File: src/design/ehg_pkg.sv
package ehg_pkg;

  localparam int ANG_W  = 16;
  localparam int PCT_W  = 24;
  localparam int E_W    = 17;  // eye position after the vertical offset
  localparam int KNEE_W = 18;
  localparam int XD_W   = 19;  // excess, slope divisor and slope numerators
  localparam int PROD_W = 2 * XD_W;
  localparam int SUM_W  = PROD_W + 2;
  localparam int CFG_IDX_W = 3;

  localparam logic [CFG_IDX_W-1:0] REG_THR_H  = 3'd0;
  localparam logic [CFG_IDX_W-1:0] REG_EMAX_H = 3'd1;
  localparam logic [CFG_IDX_W-1:0] REG_GMAX_H = 3'd2;
  localparam logic [CFG_IDX_W-1:0] REG_THR_V  = 3'd3;
  localparam logic [CFG_IDX_W-1:0] REG_EMAX_V = 3'd4;
  localparam logic [CFG_IDX_W-1:0] REG_GMAX_V = 3'd5;

  localparam logic signed [ANG_W-1:0] THR_H_RST  = 16'sd2560;
  localparam logic signed [ANG_W-1:0] EMAX_H_RST = 16'sd7680;
  localparam logic signed [ANG_W-1:0] GMAX_H_RST = 16'sd23040;
  localparam logic signed [ANG_W-1:0] THR_V_RST  = 16'sd2560;
  localparam logic signed [ANG_W-1:0] EMAX_V_RST = 16'sd6656;
  localparam logic signed [ANG_W-1:0] GMAX_V_RST = 16'sd17920;

  localparam logic signed [ANG_W-1:0] ANG_MAX = 16'sh7fff;
  localparam logic signed [ANG_W-1:0] ANG_MIN = 16'sh8000;
  localparam logic signed [PCT_W-1:0] PCT_MAX = 24'sh7fffff;
  localparam logic signed [PCT_W-1:0] PCT_MIN = 24'sh800000;

  typedef enum logic [1:0] {
    ST_OK        = 2'd0,
    ST_DIV_ZERO  = 2'd1,
    ST_GAZE_ZERO = 2'd2
  } status_t;

  typedef struct packed {
    logic                    axis;
    logic signed [ANG_W-1:0] gaze;
    logic signed [ANG_W-1:0] eye_start;
  } req_t;

  typedef struct packed {
    logic signed [ANG_W-1:0] eye_amount;
    logic signed [ANG_W-1:0] head_amount;
    logic signed [PCT_W-1:0] eye_percent;
    logic signed [PCT_W-1:0] head_percent;
    logic [1:0]              status;
  } rsp_t;

  typedef struct packed {
    logic signed [ANG_W-1:0] thr_h;
    logic signed [ANG_W-1:0] emax_h;
    logic signed [ANG_W-1:0] gmax_h;
    logic signed [ANG_W-1:0] thr_v;
    logic signed [ANG_W-1:0] emax_v;
    logic signed [ANG_W-1:0] gmax_v;
  } cfg_t;

  // sideband through the slope divider
  typedef struct packed {
    logic signed [ANG_W-1:0]  gaze;
    logic signed [KNEE_W-1:0] knee;
    logic                     s_eye;
    logic                     s_head;
    logic                     above;
    logic                     dzero;
  } p1_t;

  // sideband through the percent divider
  typedef struct packed {
    logic signed [ANG_W-1:0] eye;
    logic signed [ANG_W-1:0] head;
    logic                    s_eye;
    logic                    s_head;
    status_t                 status;
  } p2_t;

  function automatic logic signed [ANG_W-1:0] sat_ang(input logic signed [SUM_W-1:0] v);
    logic signed [ANG_W-1:0] r;
    r = ANG_W'(v);
    if (v > SUM_W'(ANG_MAX)) r = ANG_MAX;
    else if (v < SUM_W'(ANG_MIN)) r = ANG_MIN;
    return r;
  endfunction

endpackage

File: src/design/ehg_fin.sv
// Signed percentages, saturated; zeroed whenever status is not ok.
module ehg_fin import ehg_pkg::*; #(
  parameter int NW = 32
) (
  input  logic          clk,
  input  logic          rst,
  input  logic          en,
  input  logic          in_valid,
  input  logic [NW-1:0] q_eye,
  input  logic [NW-1:0] q_head,
  input  p2_t           in_pay,
  output logic          out_valid,
  output rsp_t          out_data
);

  logic signed [NW:0]      ve, vh;
  logic signed [PCT_W-1:0] pe, ph;

  function automatic logic signed [PCT_W-1:0] sat_pct(input logic signed [NW:0] v);
    logic signed [PCT_W-1:0] r;
    r = PCT_W'(v);
    if (v > (NW+1)'(PCT_MAX)) r = PCT_MAX;
    else if (v < (NW+1)'(PCT_MIN)) r = PCT_MIN;
    return r;
  endfunction

  always_comb begin
    ve = in_pay.s_eye  ? -$signed({1'b0, q_eye})  : $signed({1'b0, q_eye});
    vh = in_pay.s_head ? -$signed({1'b0, q_head}) : $signed({1'b0, q_head});
    pe = sat_pct(ve);
    ph = sat_pct(vh);
    if (in_pay.status != ST_OK) begin
      pe = '0;
      ph = '0;
    end
  end

  always_ff @(posedge clk) begin
    if (rst) begin
      out_valid <= 1'b0;
    end else if (en) begin
      out_valid <= in_valid;
    end
    if (en) begin
      out_data.eye_amount   <= in_pay.eye;
      out_data.head_amount  <= in_pay.head;
      out_data.eye_percent  <= pe;
      out_data.head_percent <= ph;
      out_data.status       <= in_pay.status;
    end
  end

endmodule

File: config.mk
export PLATFORM = sky130hd
export DESIGN_NAME = ehg_fin
export DESIGN_NICKNAME = d
export VERILOG_FILES = /design/src/design/ehg_pkg.sv /design/src/design/ehg_fin.sv
export SDC_FILE = /design/constraint.sdc
export NUM_CORES = 1
export LEC_CHECK = 0
export BUFFER_PORTS_ARGS = -buffer_cell sky130_fd_sc_hd__buf_2
export CAP_MARGIN = 0
export CORE_ASPECT_RATIO = 1.25
export CORE_MARGIN = 2
export CORE_UTILIZATION = 40
export DETAILED_ROUTE_END_ITERATION = 8
export GPL_ROUTABILITY_DRIVEN = 0
export PLACE_DENSITY = 0.68
export REMOVE_ABC_BUFFERS = 1
export SLEW_MARGIN = 0
export SYNTH_ARGS = -nofsm -noshare
export SYNTH_HDL_FRONTEND = slang
export SYNTH_SLANG_ARGS = --single-unit
File: constraint.sdc
create_clock -name clk -period 3 [get_ports clk]
set_input_delay 0.45 -clock clk [delete_from_list [all_inputs] [get_ports clk]]
set_output_delay 0.45 -clock clk [all_outputs]
set_load 0.01 [all_outputs]
---- Word-level counts from Yosys, hierarchy flattened ----
Index checks and enable logic that the tools add are counted.
word-level totals
  word-level logic and storage cells ...... 23
  bits in registers ....................... 83
  output and inout port bits .............. 83
  input bits .............................. 104
cells by class
  $add $sub $neg .......................... 2
  reduce and logical (&&, ||, !) cells .... 3
  $lt $le $gt $ge ......................... 4
  multiplexer cells ....................... 6
operators with widths
  kind                                                  number
  > comparator 33 x 24 -> 1 bit, second input constant  2
  < comparator 33 x 24 -> 1 bit, second input constant  2
  2-to-1 mux 33 bit                                     2
  negation 32 -> 33 bit                                 2
  2-to-1 mux 24 bit                                     2
  2-to-1 mux 23 bit                                     2
  OR reduction 2 bit                                    2
  nonzero test 2 bit                                    1

---- Logic depth before layout (Yosys ltp) ----
Gate-level depths: netlist (run 1).
  word-level depth ........................ 5
  gate-level depth with buffers ........... 10

---- Worst setup path before layout (run 1) ----
Ideal clock, no wire load.
  path type ............................... input port to flip-flop
  from .................................... input q_head[20]
  to ...................................... register out_data[22] (netlist bit), data pin
  setup time .............................. 0.272 ns
  slack ................................... 0.047 ns
  required time ........................... 2.728 ns
  data arrival time ....................... 2.681 ns
  stages on the path ...................... 8
  path buffers ............................ 1
  cell sequence ........................... or4_4 -> or3_1 -> or4_1 -> a221oi_1 -> o2111ai_1 -> o21ai_4 -> buf_6 -> a211oi_1
between the ends
  word-level cells in the longest chain between the ends .. 5
RTL lines
  item                           RTL line       source
  start, declared                ehg_fin.sv:10  input logic [NW-1:0] q_head,
  negation 32 -> 33 bit          ehg_fin.sv:29  vh = in_pay.s_head ? -$signed({1'b0, q_head}) : $signed({1'b0, q_head});
  2-to-1 mux 33 bit *            ehg_fin.sv:29
  < comparator 33 x 24 -> 1 bit  ehg_fin.sv:23  else if (v < (NW+1)'(PCT_MIN)) r = PCT_MIN;
  2-to-1 mux 24 bit              ehg_fin.sv:23
  2-to-1 mux 23 bit *            ehg_fin.sv:22  if (v > (NW+1)'(PCT_MAX)) r = PCT_MAX;
  end, declared                  ehg_fin.sv:13  output rsp_t out_data
Every way passes the cells marked *; elsewhere a longest branch is shown, timed or not.
A chain may end at the register's enable or synchronous reset.

---- Final worst setup path (run 1) ----
  from .................................... input q_head[20]
  to ...................................... register out_data[17] (netlist bit), data pin
Same word-level chain as after synthesis.

==> impl_metrics.tcl, run 1 <==
set metrics [dict create \
    worst_path_max_delay_cell "sky130_fd_sc_hd__or4_4" \
    synth_top_area_share 0.523 \
    cts_hold_buffers 0 \
    hold_viol 0 \
    hpwlAfterDp_um 9690 \
    die_height_um 125 \
    detail-route-antenna-nets 0 \
    fin_crit_ps 2810 \
    post-route-period-util 0.937 \
    critPathMaxStageDelay_ps 530 \
    first_pass_iters 7 \
    grt_start_max_net_pins 84 \
    grt_setup_unrepaired "false" \
    clk_root_buffer_cell "sky130_fd_sc_hd__clkbuf_16" \
    timing.reg2reg.setup_slack_ps 2420 \
    share_of_total_power_in_sequential_cells 0.465 \
    gr-usage-all-layers 0.195 \
    worstSetupEndpointType "flip-flop" \
    timing.max_cap.violations 0 \
    finalNonFillerCells 776 \
    grt.overflow.total 0 \
    critPathCapture "out_data[17]" \
    placement_rows 44 \
    post-route-cell-area_um2 6340 \
    critical_path_arrival_ps 2870 \
    postCtsSetupBuffers 0 \
    placedCellCount 759 \
    synth_top_cells_by_count "sky130_fd_sc_hd__edfxtp_1 (82), sky130_fd_sc_hd__o21ai_0 (44), sky130_fd_sc_hd__xor2_1 (43)" \
    power.density_nw_per_um2 474 \
    detail_route.wl_per_cell_um 16.2 \
    critical_path_peak_fanout 23 \
    number_of_buffers_inserted_during_clock_tree_synthesis 9 \
    grt_pass1_wl_um 19600 \
    synth_area_per_cell_um2 11.3 \
    worst_pin_slew_ps 538 \
    max_clock_freq_mhz 356 \
    min_path_type "in -> reg" \
    clock_tree.htree_level_count 3 \
    vdd.ir_drop.worst_mv 0.261 \
    grt_pass1_vias 4158 \
    synth-seq-cells 83 \
    remaining_drc_errors 0 \
    drive_gt1_frac 0.400 \
    die_area_um2 12700 \
    drt_iter0_drc 240 \
    worst_r2r_path_depth 2 \
    postCtsResizedCells 0 \
    yosys_most_used_dff "sky130_fd_sc_hd__edfxtp_1" \
    die_x_um 101 \
    layout-area-overhead-vs-synth_pct 34.7 \
    synth.top_cells.by_area "sky130_fd_sc_hd__edfxtp_1 (52%), sky130_fd_sc_hd__xor2_1 (8.0%), sky130_fd_sc_hd__o21ai_0 (4.7%), sky130_fd_sc_hd__o31ai_1 (3.0%), sky130_fd_sc_hd__a211oi_1 (2.6%)" \
    route.vias.total 4352 \
    seqCellArea_um2 2480 \
    ys_warn_count 0 \
    fin_worst_skew_ps 0 \
    number_of_enable_flip_flop_cells_after_synthesis 82 \
    io_pins 187 \
    place.port_buffers 186 \
    syn_inst 417 \
    multi_input_area_um2 2090 \
    yosysTopAreaCell "sky130_fd_sc_hd__edfxtp_1" \
    detail_route.vias_per_cell 5.61 \
    clock_power_share 0.364 \
    clkSinkCount 83 \
    wl_um 12600 \
    power_report.internal_total_uw 2240 \
    synth_most_common_cell "sky130_fd_sc_hd__edfxtp_1" \
    timing.critical_path.required_ps 3050 \
    timing.critical_path.cells "buf_2 -> or4_4 -> or3_1 -> or4_1 -> a221oi_1 -> o2111ai_1 -> o21ai_4 -> buf_12 -> a211oi_1" \
    insertion_delay_ps 330 \
    p_leak_uw 0.00252 \
    timing.final.max_slew_violations 0 \
    slew-limit-headroom 0.641 \
    setup_viol 0 \
    initial_standard_cell_utilization_of_the_core 0.407 \
    reg_to_reg_endpoint "out_valid" \
    power.total_uw 3010 \
    synth_cell_types 54 \
    worstSetupStartpoint "q_head[20]" \
    path_clk_slew_ps 60 \
    seq_area_frac_synth 0.527 \
    outcome "finished, final reports clean" \
    detailed_place.area_um2 6050 \
    crit-reg2reg-launch "out_valid" \
    timing_worst_setup_path_type "in -> reg" \
    p_sw_uw 768 \
    synth_area_um2 4710 \
    switching_share 0.255 \
    cts_tree "done" \
    comb_power_share 0.171 \
    fin_nets 738 \
    core_area_um2 11600 \
    setup-tns-final_ps 0 \
    antenna_violations_before_repair 1 \
    clk_path_buf_depth 2 \
    layout.filler_cells 1032 \
    worstSetupStartpointType "input port" \
    synth-async-reset-ratio 0 \
]
-- how the worst min path moves through the flow --
| stage | startpoint | to | depth (start not counted) |
|---|---|---|---|
| 5_1_grt | in_pay[10] | out_data[56] | 1 |
| 4_1_cts | rst | out_valid | 2 |
| 2_1_floorplan | rst | out_valid | 1 |
| 3_5_place_dp | out_valid | out_valid | 2 |
| 6_report | rst | out_valid | 2 |
| 3_3_place_gp | out_valid | out_valid | 2 |
-- layout make-up --
| type | instances | share of cell area |
|---|---|---|
| sequential | 83 | 0.391 |
| multi-input combinational | 302 | 0.329 |
| timing repair buffer | 225 | 0.199 |
| clock buffer | 11 | 0.0367 |
| tap | 138 | 0.0272 |
| clock inverter | 5 | 0.00986 |
| inverter | 11 | 0.00651 |
| antenna | 1 | 0.000394 |
-- power by group through the flow --
stage	Sequential [uW]	Clock [uW]	Combinational, uW
final	1400	1100	514
after global routing	1410	1160	562
after CTS	1400	1120	516
after detailed placement	1420	0	514
after global placement	1420	0	503
after floorplan	1480	0	157
-- sequential cells by signal, summed over array words and instances, names as in the netlist --
name / count
out_valid: 1
out_data: 82
-- cell families (layout without fill, tap and decap cells) --
| group | after synthesis | count (layout) | share of synthesized area |
|---|---|---|---|
| DFF | 83 | 83 | 0.527 |
| muxes | 4 | 4 | 0.00850 |
| AOI/OAI and AO/OA | 112 | 112 | 0.168 |
| and+or+nand+nor | 132 | 132 | 0.163 |
| other | 0 | 1 | 0 |
| buffers and inverters | 32 | 252 | 0.0308 |
| xor gates and xnor gates | 52 | 52 | 0.0967 |
| adders and majority gates | 2 | 2 | 0.00531 |
-- through the flow --
stage               hold slack [ps]   util  setup slack (ps)
global placement                483  0.523              -114
finish                          274  0.549               188
global route                    272  0.549              46.5
floorplan                       522      -              -310
detailed placement              489  0.523              -174
CTS                             257  0.549               188
-- cells in the final DEF (no fill, tap or decap), types with 10 or more instances in the layout --
cell	count
sky130_fd_sc_hd__buf_4	37
sky130_fd_sc_hd__o41ai_1	12
sky130_fd_sc_hd__edfxtp_1	82
sky130_fd_sc_hd__o21ai_0	44
sky130_fd_sc_hd__nor3_1	15
sky130_fd_sc_hd__nor2_1	19
sky130_fd_sc_hd__nand4_1	12
sky130_fd_sc_hd__nor4_1	15
sky130_fd_sc_hd__o31ai_1	18
sky130_fd_sc_hd__xor2_1	43
sky130_fd_sc_hd__nand3_1	12
sky130_fd_sc_hd__inv_1	10
sky130_fd_sc_hd__buf_2	185
sky130_fd_sc_hd__nand2_1	25
sky130_fd_sc_hd__a211oi_1	16
-- metal layers --
metal / up-vias / track usage / share of wire
met5: - / 0 / 0
met4: 0 / 0.119 / 0.046
met3: 40 / 0.0363 / 0.079
li1: 2071 / - / -
met2: 219 / 0.339 / 0.52
met1: 2022 / 0.216 / 0.36
-- critical path, delay by kind of cell --
family          cells  cell delay, ps
buf+inv             2             280
simple gates        3            1360
compound gates      4             780
No activity file was read; power rests on OpenSTA's default activity.
==> run 2, diff against run 1 <==
--- a/config.mk
+++ b/config.mk
@@ -5,6 +5,7 @@
 export SDC_FILE = /design/constraint.sdc
 export NUM_CORES = 1
 export LEC_CHECK = 0
+export ABC_AREA = 1
 export BUFFER_PORTS_ARGS = -buffer_cell sky130_fd_sc_hd__buf_2
 export CAP_MARGIN = 0
 export CORE_ASPECT_RATIO = 1.25
@@ -12,9 +13,9 @@
 export CORE_UTILIZATION = 40
 export DETAILED_ROUTE_END_ITERATION = 8
 export GPL_ROUTABILITY_DRIVEN = 0
-export PLACE_DENSITY = 0.68
+export PLACE_DENSITY = 0.66
 export REMOVE_ABC_BUFFERS = 1
-export SLEW_MARGIN = 0
+export SLEW_MARGIN = 20
 export SYNTH_ARGS = -nofsm -noshare
 export SYNTH_HDL_FRONTEND = slang
 export SYNTH_SLANG_ARGS = --single-unit
==> run 2 against run 1 <==
Compared with the run above:
- setup slack improved by 560 ps
- sequential cell count is the same
- first-iteration DRC count down 35%
- via count grew 11%
- clock power up 12%
- sequential share of layout area is 2.3 points lower
- worst hold slack got worse by 9.0 ps
- final cell count up 30%
- sequential power is essentially flat
- maximum frequency is 25% higher
- clock skew stayed put
- highest routed layer unchanged
==> impl_metrics.tcl, run 2 <==
set metrics [dict create \
    yosysTopAreaCell "sky130_fd_sc_hd__edfxtp_1" \
    layout_commonest_cell "sky130_fd_sc_hd__nand2_1" \
    vdd.ir_drop.worst_mv 0.277 \
    grt_setup_unrepaired "false" \
    clock_tree.htree_level_count 3 \
    largest_registers "out_data x82, out_valid x1" \
    min_path_type "in -> reg" \
    max_flop_register "out_data" \
    reg_to_reg_endpoint "out_valid" \
    grt_start_max_net_pins 47 \
    postCtsResizedCells 0 \
    place.port_buffers 186 \
    timing.reg2reg.setup_slack_ps 2400 \
    cpLargestDelayFamily "simple AND/OR/NAND/NOR gates" \
    critPathMaxStageDelay_ps 260 \
    worstSetupEndpointType "flip-flop" \
    critical_path_arrival_ps 2290 \
    hold_viol 0 \
    finalNonFillerCells 1011 \
    insertion_delay_ps 330 \
    placedCellCount 995 \
    ys_warn_count 0 \
    antenna_violations_before_repair 0 \
    placement_rows 47 \
    flip_flop_count_of_the_largest_register_all_copies_and_words_added 82 \
    clkSinkCount 83 \
    drt_iter0_drc 157 \
    worstSetupStartpoint "q_eye[0]" \
    power_report.internal_total_uw 2310 \
    leading_cell_types_in_the_layout_fill_and_taps_excluded "sky130_fd_sc_hd__nand2_1 (199), sky130_fd_sc_hd__buf_2 (185), sky130_fd_sc_hd__nor2_1 (105)" \
    syn_inst 651 \
    power.density_nw_per_um2 462 \
    grt_pass1_wl_um 21800 \
    first_pass_iters 6 \
    p_sw_uw 805 \
    gr-usage-all-layers 0.191 \
    setup_viol 0 \
    grt.overflow.total 0 \
    clk_path_buf_depth 2 \
    synth_cell_types 34 \
    p_leak_uw 0.00286 \
    cts_tree "done" \
    layout-area-overhead-vs-synth_pct 26.0 \
    critical_path_depth 17 \
    timing.critical_path.cells "buf_2 -> inv_1 -> ha_1 -> nand3_1 -> nor2_2 -> nand2_1 -> inv_1 -> nand2_1 -> nand3_1 -> nand2_1 -> inv_1 -> nand3_1 -> nor2_1 -> nand2_1 -> nand2_1 -> buf_4 -> a21oi_1" \
    synth-seq-cells 83 \
    yosys_most_used_dff "sky130_fd_sc_hd__edfxtp_1" \
    synth_top_area_share 0.460 \
    number_of_buffers_inserted_during_clock_tree_synthesis 9 \
    detail-route-antenna-nets 0 \
    critical_path_peak_fanout 24 \
    preCtsSetupSlack_ps 406 \
    initial_standard_cell_utilization_of_the_core 0.406 \
    critical_path_buf_inv_count 5 \
    synth-async-reset-ratio 0 \
    worst_pin_slew_ps 940 \
    synth.top_cells.by_area "sky130_fd_sc_hd__edfxtp_1 (46%), sky130_fd_sc_hd__nand2_1 (14%), sky130_fd_sc_hd__nor2_1 (7.4%), sky130_fd_sc_hd__a21oi_2 (3.4%), sky130_fd_sc_hd__xnor2_1 (3.4%)" \
    outcome "finished, final reports clean" \
    worst_path_max_delay_cell "sky130_fd_sc_hd__buf_4" \
    clk_root_buffer_cell "sky130_fd_sc_hd__clkbuf_16" \
    slew-limit-headroom 0.372 \
    grt_pass1_vias 4611 \
    drive_gt1_frac 0.335 \
    die_x_um 107 \
    switching_share 0.258 \
    share_of_total_power_in_sequential_cells 0.440 \
    die_height_um 133 \
    fin_worst_skew_ps 0 \
    post-route-period-util 0.751 \
    postCtsSetupBuffers 0 \
    worst_path_most_repeated_cell "sky130_fd_sc_hd__nand2_1" \
    number_of_enable_flip_flop_cells_after_synthesis 82 \
    remaining_drc_errors 0 \
    seq_area_frac_synth 0.464 \
    worst_r2r_path_depth 2 \
    insertedDiodeCount 0 \
    critPathCapture "out_data[27]" \
    timing.critical_path.required_ps 3040 \
    comb_power_share 0.166 \
    synth_area_per_cell_um2 8.22 \
    die_area_um2 14300 \
    cts_hold_buffers 0 \
    clock_power_share 0.394 \
    max_clock_freq_mhz 444 \
    route.vias.total 4822 \
    timing.final.max_slew_violations 0 \
    timing_worst_setup_path_type "in -> reg" \
    setup-tns-final_ps 0 \
    fin_crit_ps 2250 \
    detail_route.vias_per_cell 4.77 \
    fin_nets 941 \
    io_pins 187 \
    detail_route.wl_per_cell_um 13.4 \
    worstSetupStartpointType "input port" \
    crit-reg2reg-launch "out_valid" \
    wl_um 13600 \
    timing.max_cap.violations 0 \
    worst_slack_ps 746 \
    synth_most_common_cell "sky130_fd_sc_hd__nand2_1" \
    synth_top_cells_by_count "sky130_fd_sc_hd__nand2_1 (199), sky130_fd_sc_hd__nor2_1 (105), sky130_fd_sc_hd__edfxtp_1 (82)" \
    core_area_um2 13200 \
    path_clk_slew_ps 60 \
    synth_area_um2 5350 \
    hpwlAfterDp_um 10900 \
]
[run 2: cell types whose count changed after synthesis, sizes merged, moves of 19 or more]
cell	change
o31ai	-19
inv	+36
o21ai	-23
nand3	+19
xor2	-22
a21oi	+48
nand2	+196
nor2	+105
[run 2: per-layer routing]
layer	track usage	part of all wire	routed length [um]	vias up
met5	0	0	0	-
met4	0.0869	0.034	463	0
met3	0.0342	0.052	711	28
met2	0.343	0.52	7120	149
met1	0.217	0.39	5290	2162
li1	-	-	-	2483
[run 2: layout make-up]
class,count,area (um2)
clock buffers,10,239
clock inverters,6,96.3
fillers,1334,6430
inverters,47,179
multi-input cells,503,2540
flip-flops and latches,83,2480
well taps,171,214
repair buffers,191,996
[run 2: worst min path at each step]
stage                     startpoint         to  slack [ps]  cells after the start
after CTS                        rst  out_valid         250                      2
after floorplan                  rst  out_valid         520                      1
after global placement     out_valid  out_valid         470                      2
after global routing             rst  out_valid         250                      2
after detailed placement   out_valid  out_valid         500                      2
final                            rst  out_valid         270                      2
[run 2: power by group through the flow]
| stage | Sequential [uW] | Clock, uW | Combinational (uW) |
|---|---|---|---|
| finish | 1370 | 1230 | 518 |
| CTS | 1370 | 1250 | 522 |
| detailed placement | 1400 | 0 | 520 |
| floorplan | 1440 | 0 | 215 |
| global route | 1380 | 1300 | 573 |
| global placement | 1390 | 0 | 520 |
[run 2: kinds of logic after synthesis]
logic type               synth area share
adder cells (fa/ha/maj)           0.00467
multiplexers                      0.00187
flip-flops                          0.464
buffers and inverters              0.0619
AO/OA/AOI/OAI                      0.0853
AND/OR/NAND/NOR                     0.314
XOR/XNOR                           0.0687
[run 2: through the flow]
stage,hold slack [ps],total power (uW),area (um2),util
4_1_cts,254,3150,6750,0.512
6_report,265,3110,6750,0.512
3_5_place_dp,500,1920,6410,0.487
5_1_grt,252,3250,6750,0.512
3_3_place_gp,469,1910,6410,0.487
2_1_floorplan,522,1660,5200,-
[run 2: worst register-to-register path, delay by kind of cell, from the launching register on]
family | cells | cell delay [ps]
flops | 1 | 310
mux | 1 | 130
simple gates | 1 | 60
==> run 3, diff against run 2 <==
--- a/config.mk
+++ b/config.mk
@@ -5,7 +5,7 @@
 export SDC_FILE = /design/constraint.sdc
 export NUM_CORES = 1
 export LEC_CHECK = 0
-export ABC_AREA = 1
+export ABC_AREA = 0
 export BUFFER_PORTS_ARGS = -buffer_cell sky130_fd_sc_hd__buf_2
 export CAP_MARGIN = 0
 export CORE_ASPECT_RATIO = 1.25
@@ -13,7 +13,7 @@
 export CORE_UTILIZATION = 40
 export DETAILED_ROUTE_END_ITERATION = 8
 export GPL_ROUTABILITY_DRIVEN = 0
-export PLACE_DENSITY = 0.66
+export PLACE_DENSITY = 0.68
 export REMOVE_ABC_BUFFERS = 1
 export SLEW_MARGIN = 20
 export SYNTH_ARGS = -nofsm -noshare
==> constraint.sdc (replaced) <==
create_clock -name clk -period 2 [get_ports clk]
set_input_delay 0.3 -clock clk [delete_from_list [all_inputs] [get_ports clk]]
set_output_delay 0.3 -clock clk [all_outputs]
set_load 0.01 [all_outputs]
==> run 3 against run 2 <==
Compared with the run above:
- the run now ends with negative setup slack left
- power is 55% higher
- count of clock-buffer cells in the layout stayed put
- worst hold slack worse by 160 ps
- wire length is 11% higher
- clock power is 37% higher
==> impl_metrics.tcl, run 3 (synthesis gave the netlist of run 1 again) <==
set metrics [dict create \
    largest_registers "out_data x82, out_valid x1" \
    number_of_buffers_inserted_during_clock_tree_synthesis 9 \
    detail-route-antenna-nets 0 \
    drive_gt1_frac 0.560 \
    clk_root_buffer_cell "sky130_fd_sc_hd__clkbuf_16" \
    insertion_delay_ps 340 \
    grt_setup_unrepaired "true" \
    setup_viol 47 \
    detail_route.vias_per_cell 5.49 \
    preCtsSetupSlack_ps -1020 \
    placedCellCount 844 \
    max_flop_register "out_data" \
    layout.filler_cells 836 \
    layout-area-overhead-vs-synth_pct 62.9 \
    timing.critical_path.cells "buf_6 -> or4_4 -> or4_4 -> o41ai_4 -> xnor2_1 -> a2111o_1 -> o21ai_4 -> buf_4 -> buf_16 -> a211oi_1" \
    fin_crit_ps 2700 \
    violations "negative setup slack" \
    max_clock_freq_mhz 370 \
    initial_standard_cell_utilization_of_the_core 0.407 \
    io_pins 187 \
    die_height_um 125 \
    hold_viol 0 \
    gr-usage-all-layers 0.235 \
    worst_r2r_path_depth 2 \
    count_of_cells_along_the_worst_hold_path 2 \
    insertedDiodeCount 0 \
    worst_slack_ps -703 \
    clock_tree.htree_level_count 3 \
    drt_iter0_drc 198 \
    cpLargestDelayFamily "simple AND/OR/NAND/NOR gates" \
    place.port_buffers 186 \
    grt.overflow.total 0 \
    layout_commonest_cell "sky130_fd_sc_hd__buf_2" \
    post-route-period-util 1.35 \
    critPathMaxStageDelay_ps 530 \
    detail_route.wl_per_cell_um 17.1 \
    min_path_type "in -> reg" \
    critical_path_arrival_ps 2790 \
    die_area_um2 12700 \
    cts_tree "done" \
    worst_path_max_delay_cell "sky130_fd_sc_hd__or4_4" \
    timing.critical_path.required_ps 2090 \
    clkSinkCount 83 \
    fin_worst_skew_ps 0 \
    wl_um 15100 \
    worst_path_most_repeated_cell "sky130_fd_sc_hd__or4_4" \
    critical_path_buf_inv_count 3 \
    clk_path_buf_depth 2 \
    fin_nets 846 \
    worst_pin_slew_ps 418 \
    slew-limit-headroom 0.721 \
    power.density_nw_per_um2 628 \
    cts_hold_buffers 0 \
    timing_worst_setup_path_type "in -> reg" \
    timing.final.max_slew_violations 0 \
    leading_cell_types_in_the_layout_fill_and_taps_excluded "sky130_fd_sc_hd__buf_2 (179), sky130_fd_sc_hd__buf_4 (129), sky130_fd_sc_hd__edfxtp_1 (82)" \
    detailed_place.area_um2 6700 \
    route.vias.total 4846 \
    timing.max_cap.violations 0 \
    finalNonFillerCells 883 \
    outcome "finished, violations left" \
    path_clk_slew_ps 70 \
    p_leak_uw 0.00325 \
    setup-tns-final_ps -25600 \
    worstSetupEndpointType "flip-flop" \
    first_pass_iters 4 \
    crit-reg2reg-launch "out_valid" \
    core_area_um2 11600 \
    flip_flop_count_of_the_largest_register_all_copies_and_words_added 82 \
    grt_start_max_net_pins 44 \
    hold_path_end "out_valid" \
    grt_pass1_vias 4834 \
    worstSetupStartpointType "input port" \
    die_x_um 101 \
    hpwlAfterDp_um 10700 \
    antenna_violations_before_repair 0 \
    critical_path_peak_fanout 11 \
    remaining_drc_errors 0 \
    timing.hold.worst.start "rst" \
    grt_pass1_wl_um 23400 \
    reg_to_reg_endpoint "out_valid" \
    placement_rows 44 \
    vdd.ir_drop.worst_mv 0.470 \
    timing.reg2reg.setup_slack_ps 1420 \
    whs_ps 107 \
    post-route-cell-area_um2 7670 \
]
## run 3: what timing repair did
| item | in CTS | in global routing |
|---|---|---|
| buffers inserted | 13 | 7 |
| gates cloned | 7 | 0 |
| hold endpoints to repair | 0 | 0 |
| endpoints found under the setup margin | 47 | 47 |
| resized for setup | 103 | 30 |
| pin swaps | 18 | 31 |
## run 3: worst max path at each step
| stage | start | to | slack [ps] | cells past startpoint |
|---|---|---|---|---|
| final | q_head[20] | out_data[22] | -700 | 10 |
| after CTS | q_head[20] | out_data[7] | -620 | 10 |
| after global routing | q_head[20] | out_data[22] | -750 | 10 |
| after global placement | q_head[20] | out_data[2] | -940 | 9 |
| after floorplan | q_head[20] | out_data[3] | -1160 | 7 |
| after detailed placement | q_head[20] | out_data[3] | -1020 | 9 |
## run 3: worst reg2reg max path: cells and delay by family (launching register included)
family,cells,cell delay [ps]
and+or+nand+nor,1,50
muxes,1,120
DFF,1,310
## run 3: layer usage
| metal | vias to the layer above | part of all wire | global-route usage |
|---|---|---|---|
| met4 | 0 | 0.042 | 0.124 |
| met2 | 211 | 0.55 | 0.434 |
| met1 | 2290 | 0.35 | 0.242 |
| li1 | 2296 | - | - |
| met5 | - | 0 | 0 |
| met3 | 49 | 0.060 | 0.0470 |
## run 3: where the power goes
part | total, uW | leakage [uW] | switching [uW] | internal, uW
Clock | 1690 | 0.000145 | 703 | 983
Combinational | 1030 | 0.00230 | 548 | 481
Sequential | 2100 | 0.000801 | 37.3 | 2070
Total | 4820 | 0.00325 | 1290 | 3530
## run 3: cell type report
class,instances,area (um2),share of cell area
clock inverters,6,75.1,0.00979
flip-flops and latches,83,2480,0.324
multi-input cells,302,2460,0.321
repair buffers,333,2200,0.287
clock buffers,10,229,0.0299
inverters,11,46.3,0.00604
well taps,138,173,0.0225
## run 3: metrics by stage
| stage | power, uW | util |
|---|---|---|
| 2_1_floorplan | 2450 | - |
| 3_3_place_gp | 3000 | 0.579 |
| 3_5_place_dp | 3020 | 0.579 |
| 4_1_cts | 4780 | 0.650 |
| 5_1_grt | 4990 | 0.663 |
| 6_report | 4820 | 0.663 |
